`src/hdl/sfb_pkg.sv`:
```
package sfb_pkg;

   localparam int SAMPLE_W = 16;
   localparam int STATE_W  = 32;
   localparam int FRAC_W   = 16;
   localparam int WEIGHT_W = 17;

   localparam logic [WEIGHT_W-1:0] WEIGHT_ONE   = 17'd65536;
   localparam logic [WEIGHT_W-1:0] WEIGHT_RESET = 17'd6554;

   typedef logic signed [SAMPLE_W-1:0] sample_type;
   typedef logic signed [STATE_W-1:0]  state_type;
   typedef logic [WEIGHT_W-1:0]        weight_type;

   // Register indexes of the configuration port.
   typedef enum logic [0:0] {
      CSR_SMOOTHING_WEIGHT = 1'b0,
      CSR_STREAM_ENABLE    = 1'b1
   } csr_index_type;

   // Update command shared by the window cells and the smoother.
   typedef struct packed {
      logic fill;    // preload with the warm-up sample
      logic shift;   // take one new sample
   } state_ctl_type;

endpackage

```
`src/hdl/sfb_req_if.sv`:
```
interface sfb_req_if;
   import sfb_pkg::*;

   logic       valid;
   logic       ready;
   sample_type sample;
   logic       warm_up;

   modport source (output valid, output sample, output warm_up, input ready);
   modport sink (input valid, input sample, input warm_up, output ready);

endinterface

```
`src/hdl/sfb_rsp_if.sv`:
```
interface sfb_rsp_if;
   import sfb_pkg::*;

   logic       valid;
   logic       ready;
   sample_type raw_value;
   sample_type window_mean;
   sample_type window_median;
   sample_type smoothed;

   modport source (output valid, output raw_value, output window_mean,
                   output window_median, output smoothed, input ready);
   modport sink (input valid, input raw_value, input window_mean,
                 input window_median, input smoothed, output ready);

endinterface

```
`src/hdl/sfb_cell.sv`:
```
module sfb_cell #(
   parameter int WINDOW = 5,
   parameter int POS    = 0
) (
   input  logic                  clock,
   input  logic                  reset,
   input  sfb_pkg::state_ctl_type ctl,
   input  sfb_pkg::sample_type   fill_value,
   input  sfb_pkg::sample_type   neighbor_value,
   input  sfb_pkg::sample_type   window [WINDOW],
   output sfb_pkg::sample_type   value,
   output logic                  is_median
);
   import sfb_pkg::*;

   localparam int RANK_W = $clog2(WINDOW);

   sample_type        value_ff;
   sample_type        value_in;
   logic [RANK_W-1:0] rank;

   always_comb begin
      if (ctl.fill) begin
         value_in = fill_value;
      end else if (ctl.shift) begin
         value_in = neighbor_value;
      end else begin
         value_in = value_ff;
      end
   end

   always_ff @(posedge clock) begin
      if (reset) begin
         value_ff <= '0;
      end else begin
         value_ff <= value_in;
      end
   end

   // Rank of this entry in the sorted window. Equal values are ordered by
   // position, so the ranks of all cells form a permutation.
   always_comb begin
      rank = '0;
      for (int j = 0; j < WINDOW; j++) begin
         if (j != POS) begin
            if ((window[j] < value_ff) || ((j < POS) && (window[j] == value_ff))) begin
               rank = rank + RANK_W'(1);
            end
         end
      end
   end

   assign value     = value_ff;
   assign is_median = (rank == RANK_W'(WINDOW / 2));

endmodule

```
`src/hdl/sfb_smoother.sv`:
```
module sfb_smoother (
   input  logic                   clock,
   input  logic                   reset,
   input  sfb_pkg::state_ctl_type ctl,
   input  sfb_pkg::sample_type    sample,
   input  sfb_pkg::weight_type    weight,
   output sfb_pkg::state_type     state
);
   import sfb_pkg::*;

   state_type                 state_ff;
   state_type                 state_in;
   logic signed [STATE_W:0]   diff;
   logic signed [STATE_W+WEIGHT_W+1:0] prod;

   // s' = s + floor(w * (v * 2^16 - s) / 2^16); the arithmetic shift floors.
   assign diff = {sample[SAMPLE_W-1], sample, {FRAC_W{1'b0}}}
               - {state_ff[STATE_W-1], state_ff};
   assign prod = $signed({1'b0, weight}) * diff;

   always_comb begin
      if (ctl.fill) begin
         state_in = {sample, {FRAC_W{1'b0}}};
      end else if (ctl.shift) begin
         state_in = state_ff + prod[FRAC_W +: STATE_W];
      end else begin
         state_in = state_ff;
      end
   end

   always_ff @(posedge clock) begin
      if (reset) begin
         state_ff <= '0;
      end else begin
         state_ff <= state_in;
      end
   end

   assign state = state_ff;

endmodule

```
`src/hdl/sensor_filter_bank.sv`:
```
// Channel   Role    Payload                                             Handshake
// req_chan  sink    sample, warm_up                                      valid/ready
// rsp_chan  source  raw_value, window_mean, window_median, smoothed      valid/ready
// csr       write   csr_index, csr_write_data                            csr_write_enable
//
// One request is accepted per cycle while stage p0 is free. A result passes through
// stages p0 and p1 into the output register, and a stall can hold it in any of them.
// The window cells and the smoother hold the state; one request a cycle is set by the
// smoother's single multiply-add loop.
// Reset is synchronous and active high; it clears the window, the smoother and the pipe.
// A stalled result backs up the pipe; a request is taken while any stage is free.
module sensor_filter_bank #(
   parameter int WINDOW = 5
) (
   input  logic                   clock,
   input  logic                   reset,
   sfb_req_if.sink                req_chan,
   sfb_rsp_if.source              rsp_chan,
   input  logic                   csr_write_enable,
   input  sfb_pkg::csr_index_type csr_index,
   input  sfb_pkg::weight_type    csr_write_data
);
   import sfb_pkg::*;

   // Widths of the window sum and of the constant divide. The divide uses a
   // rounded-up reciprocal with enough fraction bits to be exact for every
   // sum magnitude, so no correction step follows the multiply.
   localparam int CW        = $clog2(WINDOW);
   localparam int SUM_W     = SAMPLE_W + CW;
   localparam int DIV_SHIFT = SUM_W + CW;
   localparam longint unsigned DIV_MULT =
      ((64'd1 << DIV_SHIFT) + longint'(WINDOW) - 1) / longint'(WINDOW);

   // Configuration registers. The weight is stored already saturated to one.
   weight_type weight_ff;
   weight_type weight_in;
   logic       enable_ff;
   logic       enable_in;

   always_comb begin
      weight_in = weight_ff;
      enable_in = enable_ff;
      if (csr_write_enable) begin
         case (csr_index)
            CSR_SMOOTHING_WEIGHT: begin
               weight_in = (csr_write_data > WEIGHT_ONE) ? WEIGHT_ONE : csr_write_data;
            end
            CSR_STREAM_ENABLE: begin
               enable_in = csr_write_data[0];
            end
            default: begin
               weight_in = weight_ff;
            end
         endcase
      end
   end

   always_ff @(posedge clock) begin
      if (reset) begin
         weight_ff <= WEIGHT_RESET;
         enable_ff <= 1'b1;
      end else begin
         weight_ff <= weight_in;
         enable_ff <= enable_in;
      end
   end

   // Pipeline handshake. Stage p0 holds a request whose window is still in
   // the cells, so the cells may change only when p0 is free to advance.
   logic p0_valid_ff, p0_valid_in;
   logic p1_valid_ff, p1_valid_in;
   logic out_valid_ff, out_valid_in;
   logic out_free, p1_free, p0_free;
   logic accept, emit;

   assign out_free = !out_valid_ff || rsp_chan.ready;
   assign p1_free  = !p1_valid_ff || out_free;
   assign p0_free  = !p0_valid_ff || p1_free;

   assign req_chan.ready = p0_free;
   assign accept = req_chan.valid && p0_free;
   // A warm-up request updates state whatever streaming is set to; an
   // ordinary request with streaming off is dropped with no state change.
   assign emit   = !req_chan.warm_up && enable_ff;

   state_ctl_type upd_ctl;
   assign upd_ctl.fill  = accept && req_chan.warm_up;
   assign upd_ctl.shift = accept && emit;

   assign p0_valid_in  = accept ? emit : (p0_valid_ff && !p1_free);
   assign p1_valid_in  = p1_free ? p0_valid_ff : p1_valid_ff;
   assign out_valid_in = out_free ? p1_valid_ff : out_valid_ff;

   always_ff @(posedge clock) begin
      if (reset) begin
         p0_valid_ff  <= 1'b0;
         p1_valid_ff  <= 1'b0;
         out_valid_ff <= 1'b0;
      end else begin
         p0_valid_ff  <= p0_valid_in;
         p1_valid_ff  <= p1_valid_in;
         out_valid_ff <= out_valid_in;
      end
   end

   // Window: a chain of cells, the oldest sample in cell zero. On a shift
   // every cell takes its newer neighbor and the last cell takes the sample.
   sample_type cell_value [WINDOW];
   logic       cell_median [WINDOW];

   for (genvar i = 0; i < WINDOW; i++) begin : g_cell
      sample_type neighbor;
      if (i == WINDOW - 1) begin : g_last
         assign neighbor = req_chan.sample;
      end else begin : g_inner
         assign neighbor = cell_value[i + 1];
      end
      sfb_cell #(
         .WINDOW (WINDOW),
         .POS    (i)
      ) u_cell (
         .clock          (clock),
         .reset          (reset),
         .ctl            (upd_ctl),
         .fill_value     (req_chan.sample),
         .neighbor_value (neighbor),
         .window         (cell_value),
         .value          (cell_value[i]),
         .is_median      (cell_median[i])
      );
   end

   state_type smoother_state;

   sfb_smoother u_smoother (
      .clock  (clock),
      .reset  (reset),
      .ctl    (upd_ctl),
      .sample (req_chan.sample),
      .weight (weight_ff),
      .state  (smoother_state)
   );

   // Stage p0: sum and median straight from the cells.
   sample_type              p0_raw_ff;
   logic signed [SUM_W-1:0] window_sum;
   sample_type              window_med;

   always_ff @(posedge clock) begin
      if (accept) begin
         p0_raw_ff <= req_chan.sample;
      end
   end

   always_comb begin
      window_sum = '0;
      window_med = '0;
      for (int i = 0; i < WINDOW; i++) begin
         window_sum = window_sum + SUM_W'(cell_value[i]);
         if (cell_median[i]) begin
            window_med = window_med | cell_value[i];
         end
      end
   end

   // Stage p1.
   sample_type              p1_raw_ff;
   sample_type              p1_smooth_ff;
   sample_type              p1_med_ff;
   logic signed [SUM_W-1:0] p1_sum_ff;

   always_ff @(posedge clock) begin
      if (p1_free && p0_valid_ff) begin
         p1_raw_ff    <= p0_raw_ff;
         p1_smooth_ff <= smoother_state[FRAC_W +: SAMPLE_W];
         p1_med_ff    <= window_med;
         p1_sum_ff    <= window_sum;
      end
   end

   // Mean: magnitude times the reciprocal, then the sign back, which gives
   // truncation toward zero.
   logic [SUM_W-1:0]           sum_mag;
   logic [DIV_SHIFT:0]         div_mult;
   logic [SUM_W+DIV_SHIFT:0]   div_prod;
   logic [SAMPLE_W-1:0]        mean_mag;
   sample_type                 mean_value;

   assign sum_mag    = p1_sum_ff[SUM_W-1] ? SUM_W'(-p1_sum_ff) : SUM_W'(p1_sum_ff);
   assign div_mult   = DIV_MULT[DIV_SHIFT:0];
   assign div_prod   = (SUM_W + DIV_SHIFT + 1)'(sum_mag) * (SUM_W + DIV_SHIFT + 1)'(div_mult);
   assign mean_mag   = div_prod[DIV_SHIFT +: SAMPLE_W];
   assign mean_value = p1_sum_ff[SUM_W-1] ? sample_type'(-mean_mag) : sample_type'(mean_mag);

   // Output register.
   sample_type out_raw_ff, out_mean_ff, out_med_ff, out_smooth_ff;

   always_ff @(posedge clock) begin
      if (out_free && p1_valid_ff) begin
         out_raw_ff    <= p1_raw_ff;
         out_mean_ff   <= mean_value;
         out_med_ff    <= p1_med_ff;
         out_smooth_ff <= p1_smooth_ff;
      end
   end

   assign rsp_chan.valid         = out_valid_ff;
   assign rsp_chan.raw_value     = out_raw_ff;
   assign rsp_chan.window_mean   = out_mean_ff;
   assign rsp_chan.window_median = out_med_ff;
   assign rsp_chan.smoothed      = out_smooth_ff;

   // A warm-up request loads every cell and the smoother with its sample.
   a_warm_fill: assert property (@(posedge clock) disable iff (reset)
      (accept && req_chan.warm_up && !reset) |=>
         (cell_value[0] == $past(req_chan.sample))
         && (cell_value[WINDOW-1] == $past(req_chan.sample))
         && (smoother_state[FRAC_W +: SAMPLE_W] == $past(req_chan.sample)))
      else $error("warm-up did not preload the window and smoother");

   // A dropped request leaves the state untouched.
   a_drop_hold: assert property (@(posedge clock) disable iff (reset)
      (accept && !req_chan.warm_up && !enable_ff && !reset) |=>
         ($stable(cell_value[0]) && $stable(cell_value[WINDOW-1])
          && $stable(smoother_state)))
      else $error("dropped request changed the filter state");

   // The window of a request waiting in p0 must not move under it.
   a_p0_hold: assert property (@(posedge clock) disable iff (reset)
      (p0_valid_ff && !p1_free && !reset) |=>
         ($stable(cell_value[WINDOW-1]) && $stable(smoother_state) && p0_valid_ff))
      else $error("window changed while its result was stalled");

   // Every streaming request reaches stage p0 on the next cycle.
   a_p0_load: assert property (@(posedge clock) disable iff (reset)
      (accept && emit && !reset) |=> (p0_valid_ff && (p0_raw_ff == $past(req_chan.sample))))
      else $error("accepted request lost before stage p0");

endmodule

```
`src/flat_wrapper.sv`:
```
// flat-port wrapper written by rule: the top's interface ports become plain ports
module sensor_filter_bank_flat import sfb_pkg::*;
#(
   parameter int WINDOW = 5
)
  (clock, reset, csr_write_enable, csr_index, csr_write_data, req_chan_valid, req_chan_sample, req_chan_warm_up, req_chan_ready, rsp_chan_valid, rsp_chan_raw_value, rsp_chan_window_mean, rsp_chan_window_median, rsp_chan_smoothed, rsp_chan_ready);
  sfb_req_if req_chan_i ();
  sfb_rsp_if rsp_chan_i ();
  input  logic clock;
  input  logic reset;
  input  logic csr_write_enable;
  input  sfb_pkg::csr_index_type csr_index;
  input  sfb_pkg::weight_type csr_write_data;
  input wire logic [$bits(req_chan_i.valid)-1:0] req_chan_valid;
  input wire logic [$bits(req_chan_i.sample)-1:0] req_chan_sample;
  input wire logic [$bits(req_chan_i.warm_up)-1:0] req_chan_warm_up;
  output wire logic [$bits(req_chan_i.ready)-1:0] req_chan_ready;
  output wire logic [$bits(rsp_chan_i.valid)-1:0] rsp_chan_valid;
  output wire logic [$bits(rsp_chan_i.raw_value)-1:0] rsp_chan_raw_value;
  output wire logic [$bits(rsp_chan_i.window_mean)-1:0] rsp_chan_window_mean;
  output wire logic [$bits(rsp_chan_i.window_median)-1:0] rsp_chan_window_median;
  output wire logic [$bits(rsp_chan_i.smoothed)-1:0] rsp_chan_smoothed;
  input wire logic [$bits(rsp_chan_i.ready)-1:0] rsp_chan_ready;
  assign req_chan_i.valid = req_chan_valid;
  assign req_chan_i.sample = req_chan_sample;
  assign req_chan_i.warm_up = req_chan_warm_up;
  assign req_chan_ready = req_chan_i.ready;
  assign rsp_chan_valid = rsp_chan_i.valid;
  assign rsp_chan_raw_value = rsp_chan_i.raw_value;
  assign rsp_chan_window_mean = rsp_chan_i.window_mean;
  assign rsp_chan_window_median = rsp_chan_i.window_median;
  assign rsp_chan_smoothed = rsp_chan_i.smoothed;
  assign rsp_chan_i.ready = rsp_chan_ready;
  sensor_filter_bank #(.WINDOW(WINDOW)) u_core (.clock(clock), .reset(reset), .req_chan(req_chan_i), .rsp_chan(rsp_chan_i), .csr_write_enable(csr_write_enable), .csr_index(csr_index), .csr_write_data(csr_write_data));
endmodule
```
`config.mk`:
```
export PLATFORM = sky130hd
export DESIGN_NAME = sensor_filter_bank_flat
export DESIGN_NICKNAME = d
export VERILOG_FILES = /design/src/hdl/sfb_pkg.sv /design/src/hdl/sfb_req_if.sv /design/src/hdl/sfb_rsp_if.sv /design/src/hdl/sfb_cell.sv /design/src/hdl/sfb_smoother.sv /design/src/hdl/sensor_filter_bank.sv /design/src/flat_wrapper.sv
export SDC_FILE = /design/constraint.sdc
export NUM_CORES = 2
export LEC_CHECK = 0
export BUFFER_PORTS_ARGS = -buffer_cell sky130_fd_sc_hd__buf_4
export CAP_MARGIN = 20
export CORE_AREA = 5 5 356 253
export DETAILED_ROUTE_END_ITERATION = 7
export DIE_AREA = 0 0 361 258
export PLACE_DENSITY = 0.77
export SYNTH_ARGS = -nofsm -noshare
export SYNTH_HDL_FRONTEND = slang
export SYNTH_SLANG_ARGS = --single-unit
```
`constraint.sdc`:
```
create_clock -name clock -period 12.9 [get_ports clock]
set_clock_uncertainty 0.2 [all_clocks]
set_input_delay 1.935 -clock clock [delete_from_list [all_inputs] [get_ports clock]]
set_output_delay 1.935 -clock clock [all_outputs]
set_load 0.02 [all_outputs]
```
; Word-level counts from Yosys, hierarchy flattened
; Index checks and enable logic that the tools add are counted.
[totals]
input_bits = 40
elab_cells = 157
out_inout_bits = 66
register_bits = 280
[op_classes]
add_sub_neg = 23
magnitude_cmp = 21
n_mux = 41
n_reduce_logical = 29
bitwise_logic = 5
mul = 2
eq_ne = 15
[op_table]
columns = op, count
row1 = $lt A16 B16 Y1, 20
row2 = $mux W16, 16
row3 = $eq A16 B16 Y1, 10
row4 = $mux W32, 2
row5 = $or A16 B16 Y16, 4
row6 = $mul A18 B33 Y48, 1
row7 = $add A3 B1 Y3 const B, 15
row8 = $mux W3, 15
row9 = $add A19 B16 Y19, 2
row10 = $mul A19 B20 Y38 const B, 1
row11 = $sub A32 B32 Y33, 1
row12 = $add A32 B32 Y32, 1
row13 = $mux W19, 1
row14 = $neg A19 Y19, 1
row15 = $add A17 B16 Y18, 1
row16 = $add A16 B16 Y17, 1
row17 = $gt A17 B17 Y1 const B, 1
row18 = $mux W17, 1
row19 = $neg A16 Y16, 1
row20 = $eq A3 B2 Y1 const B, 5
row21 = $logic_or A1 B1 Y1, 13
row22 = $logic_and A1 B1 Y1, 7
row23 = $mux W1, 6
row24 = $logic_not A1 Y1, 5
row25 = other kinds (4), 5

; Longest topological paths before layout
[logic_depth]
depth_word = 18
ltp_mapped = 45

; By module
; Synthesis repeated with hierarchy kept, for this count alone.
[unflattened]
hier_cells = 5174
area_unflattened_um2 = 47374.2
[modules_own_cells]
columns = module, cells_per_inst, n_inst, area_each_um2, seq_area_each_um2
row1 = sfb_smoother, 2597, 1, 22277.6, 640.6
row2 = sensor_filter_bank, 1180, 1, 13651.8, 4834.6
row3 = sfb_cell (u_core.g_cell[4].u_cell), 291, 1, 2323.5, 320.3
row4 = sfb_cell (u_core.g_cell[3].u_cell), 287, 1, 2319.7, 320.3
row5 = sfb_cell (u_core.g_cell[2].u_cell), 279, 1, 2287.2, 320.3
row6 = sfb_cell (u_core.g_cell[0].u_cell), 270, 1, 2263.4, 320.3
row7 = sfb_cell (u_core.g_cell[1].u_cell), 270, 1, 2250.9, 320.3

; Worst setup path before layout
; Ideal clock, no wire load.
[synth_timing]
kind = input -> register
from = input port req_chan_sample[0]
to = register u_core.u_smoother.state_ff[29] (netlist: u_core.u_smoother.state[29])
t_required_ps = 12572
path_slack_ps = 1195
n_path_buf = 1
arrival_time_ps = 11377
setup_ps = 128
path_stages = 40
path_cell_list = ha_1 -> or3b_2 -> nor4_1 -> a211oi_1 -> o21ai_0 -> a31oi_1 -> xnor2_1 -> clkbuf_1 -> nand2_1 -> fa_1 -> fa_1 -> fa_1 -> inv_1 -> fa_1 -> fa_1 -> inv_1 -> fa_1 -> inv_1 -> [... 4 more ...] -> a21o_1 -> a21o_1 -> a21oi_1 -> o21ai_0 -> nor2_1 -> xnor2_1 -> ha_1 -> and3_1 -> nand2_1 -> o211ai_1 -> a21oi_1 -> o21ai_0 -> a2111oi_1 -> o41ai_1 -> a311oi_1 -> xnor2_1 -> a222oi_1 -> nor2_1
[synth_via]
elab_chain_cells = 5
[synth_rtl]
columns = item, line
row1 = start: declaration, flat_wrapper.sv:15  ; input wire logic [$bits(req_chan_i.sample)-1:0] req_chan_sample;
row2 = $sub A32 B32 Y33, sfb_smoother.sv:18  ; - {state_ff[STATE_W-1], state_ff};
row3 = $mul A18 B33 Y48, sfb_smoother.sv:19  ; assign prod = $signed({1'b0, weight}) * diff;
row4 = $add A32 B32 Y32, sfb_smoother.sv:25  ; state_in = state_ff + prod[FRAC_W +: STATE_W];
row5 = $mux W32, sfb_smoother.sv:24  ; end else if (ctl.shift) begin
row6 = $mux W32, sfb_smoother.sv:22  ; if (ctl.fill) begin
row7 = end signal: assignment, sfb_smoother.sv:35  ; state_ff <= state_in;
row8 = end: declaration, sfb_smoother.sv:11  ; state_type state_ff;
; No other way between the ends. The select of a mux whose other input is x is not followed.
; A chain may end at the register's enable or synchronous reset.

; Worst setup path after layout
[layout_timing]
from = input port req_chan_sample[0]
to = register u_core.u_smoother.state_ff[31] (netlist: u_core.u_smoother.state[31])
; The elaborated chain is that of the path after synthesis.

==> reports/results.tsv <==
metric	value	unit
run_status	complete, no violations	
io_pins	106	
worstMarginPinSlew	1200	ps
grt_pass1_wl	186	mm
drt-initial-drc-count	2847	
totalWireLength	115	mm
ant_nets	0	
hold_depth	0	
clk_latency	550	ps
crit_arrival	12500	ps
slowest_delay	560	ps
antenna_found_initial	6	
clockBufferDepth	3	
nNetsFinal	5821	
maxSlewHeadroom	0.187	
cts_resized	0	
coreArea	86800	µm²
cts_made_buffers	34	
seq_area_frac_synth	0.166	
cp.required	13140	ps
cts_hold_buf	0	
wire_per_inst	19.8	µm
path_max_fanout	17	
vias_per_cell	5.59	
cts.htree.levels	2	
clkSlewWorstSetupHoldPaths	60	ps
cp_common_cell	fa_1	
vias	32500	
grt_setup_unrepaired	false	
fp.dieW	361	µm
async_flop_share	0	
grt_max_degree	75	
cts_setup_buffers	0	
slew_violations	0	
setup-tns-final	0	ps
hpwl	93.4	mm
start_kind	primary input	
drc	0	
syn_nets	5777	
drive_gt1_frac	0.0565	
syn_area	42700	µm²
gp_congestion	0.963	
dr.pass1.iters	6	
syn2layout_area_growth	7.78	%
nFillCells	7693	
synth-edff-count	147	
fmaxAchievable	81.6	MHz
clkSinkCount	280	
min_period	12260	ps
dieArea	93100	µm²
finalCritPeriodShare	0.950	
timing_hold_violations_final	0	
grt_pass1_vias	33900	
hold_path_class	flip-flop to flip-flop	
initial_core_util	0.492	
cp_slowest_cell	fa_1	
root_buffer	clkbuf_16	
worst-setup-path-type	primary input to flip-flop	
synth_ff_type	edfxtp_1	
chipHeight	258	µm
postSynthAreaPerCell	9.32	µm²
drv_cap	0	
finalSetupViolations	0	
numPortBuffers	105	
rows	91	
worst-r2r-cell-count	41	
synth-seq-cells	280	
cts_tree	built	
end_kind	flip-flop	
netlist_instances	4584	
ys_warn_count	0	
synth_cell_types	74	
holdWs	217	ps
grt_use_total	0.251	
grt_overflow_total	0	
-- placed cells by master, fill, tap and decap left out, types with 8 or more instances in the layout --
cell,n
a21o_1,74
nor3b_1,8
nor2b_1,50
and2_1,290
fa_1,650
a31oi_1,17
mux2i_1,9
clkinv_2,11
a21oi_1,178
nor2_1,150
a211oi_1,121
a211o_1,8
nor3_1,32
dfxtp_1,127
nand2b_1,29
a221oi_1,17
nand3_1,62
a21boi_0,9
nand2_1,435
or4_1,9
o31ai_1,14
nand4_1,36
buf_4,161
o21bai_1,19
o211ai_1,17
o21ai_0,77
inv_1,956
nor4_1,9
and4_1,9
xnor2_1,135
ha_1,503
xor2_1,38
clkbuf_16,35
o21a_1,42
o2111ai_1,17
a22oi_1,26
edfxtp_1,147
and3_1,10
-- synth_stat cells (all sizes together), types with 42 or more instances --
master	number	area [µm²]
nor2	150	563
and2	291	1820
dfxtp	133	2660
clkbuf	144	541
a21oi	179	907
nand2	436	1640
xnor2	138	1220
o21ai	78	390
a21o	74	556
edfxtp	147	4410
nand3	62	310
a211oi	121	908
fa	650	13000
nor2b	51	319
ha	503	6290
inv	956	3590
o21a	42	315
-- stage by stage --
stage	cells	instance area, µm²	util	setup slack [ps]
2_1_floorplan	4584	42700	-	1200
3_3_place_gp	5754	44900	0.517	204
3_5_place_dp	5754	44900	0.517	11.8
4_1_cts	5815	46000	0.530	516
5_1_grt	5815	46000	0.530	28.1
6_report	5817	46000	0.531	643
-- flip-flops by register name (all words and copies together), names as in the netlist --
signal	count
u_core.g_cell.u_cell.value	80
u_core.u_smoother.state	32
u_core.p1_sum_ff	19
u_core.weight_ff	17
u_core.p0_raw_ff	16
u_core.p1_med_ff	16
u_core.p1_raw_ff	16
u_core.p1_smooth_ff	16
u_core.rsp_chan.raw_value	16
u_core.rsp_chan.smoothed	16
u_core.rsp_chan.window_mean	16
u_core.rsp_chan.window_median	16
u_core.enable_ff	1
u_core.p0_valid_ff	1
u_core.p1_valid_ff	1
u_core.rsp_chan.valid	1
-- critical path, delay by kind of cell --
family          cells  cell delay, ps
xor+xnor            2             320
buf+inv             7             720
simple gates        8            1900
fa+ha+maj           9            4030
compound gates     17            3610
-- per-layer routing --
layer | track usage | vias up | routed length, µm
met2 | 0.353 | 1448 | 46400
li1 | - | 14800 | -
met3 | 0.0750 | 228 | 13400
met4 | 0.0728 | 10 | 3730
met5 | 0 | - | 77
met1 | 0.373 | 16000 | 51700
-- cell families after synthesis --
family          after synthesis  synth area share
xor+xnor                    178            0.0370
mux                          13           0.00343
buf+inv                    1109            0.0975
flops                       280             0.166
simple gates               1159             0.134
fa+ha+maj                  1153             0.452
compound gates              692             0.110
-- path summary, 6_finish.rpt --
| kind | to | startpoint | slack (ps) |
|---|---|---|---|
| min reg2reg | u_core.rsp_chan.raw_value[15] | u_core.p1_raw_ff[15] | 220 |
| max | u_core.u_smoother.state[31] | req_chan_sample[0] | 640 |
| max reg2reg | u_core.u_smoother.state[31] | u_core.u_smoother.state[2] | 820 |
| min | u_core.rsp_chan.raw_value[15] | u_core.p1_raw_ff[15] | 220 |
-- layout make-up --
class | instances | area, µm² | share of cell area
multi-input combinational | 3195 | 31500 | 0.685
sequential | 280 | 7080 | 0.154
inverter | 956 | 3590 | 0.0780
tap | 1162 | 1450 | 0.0316
timing repair buffer | 161 | 1210 | 0.0263
clock buffer | 39 | 891 | 0.0194
clock inverter | 22 | 253 | 0.00549
antenna | 2 | 5.00 | 0.000109
Power is not shown: default switching activity piles up to over one toggle a cycle in this logic, so the estimate is an artifact.
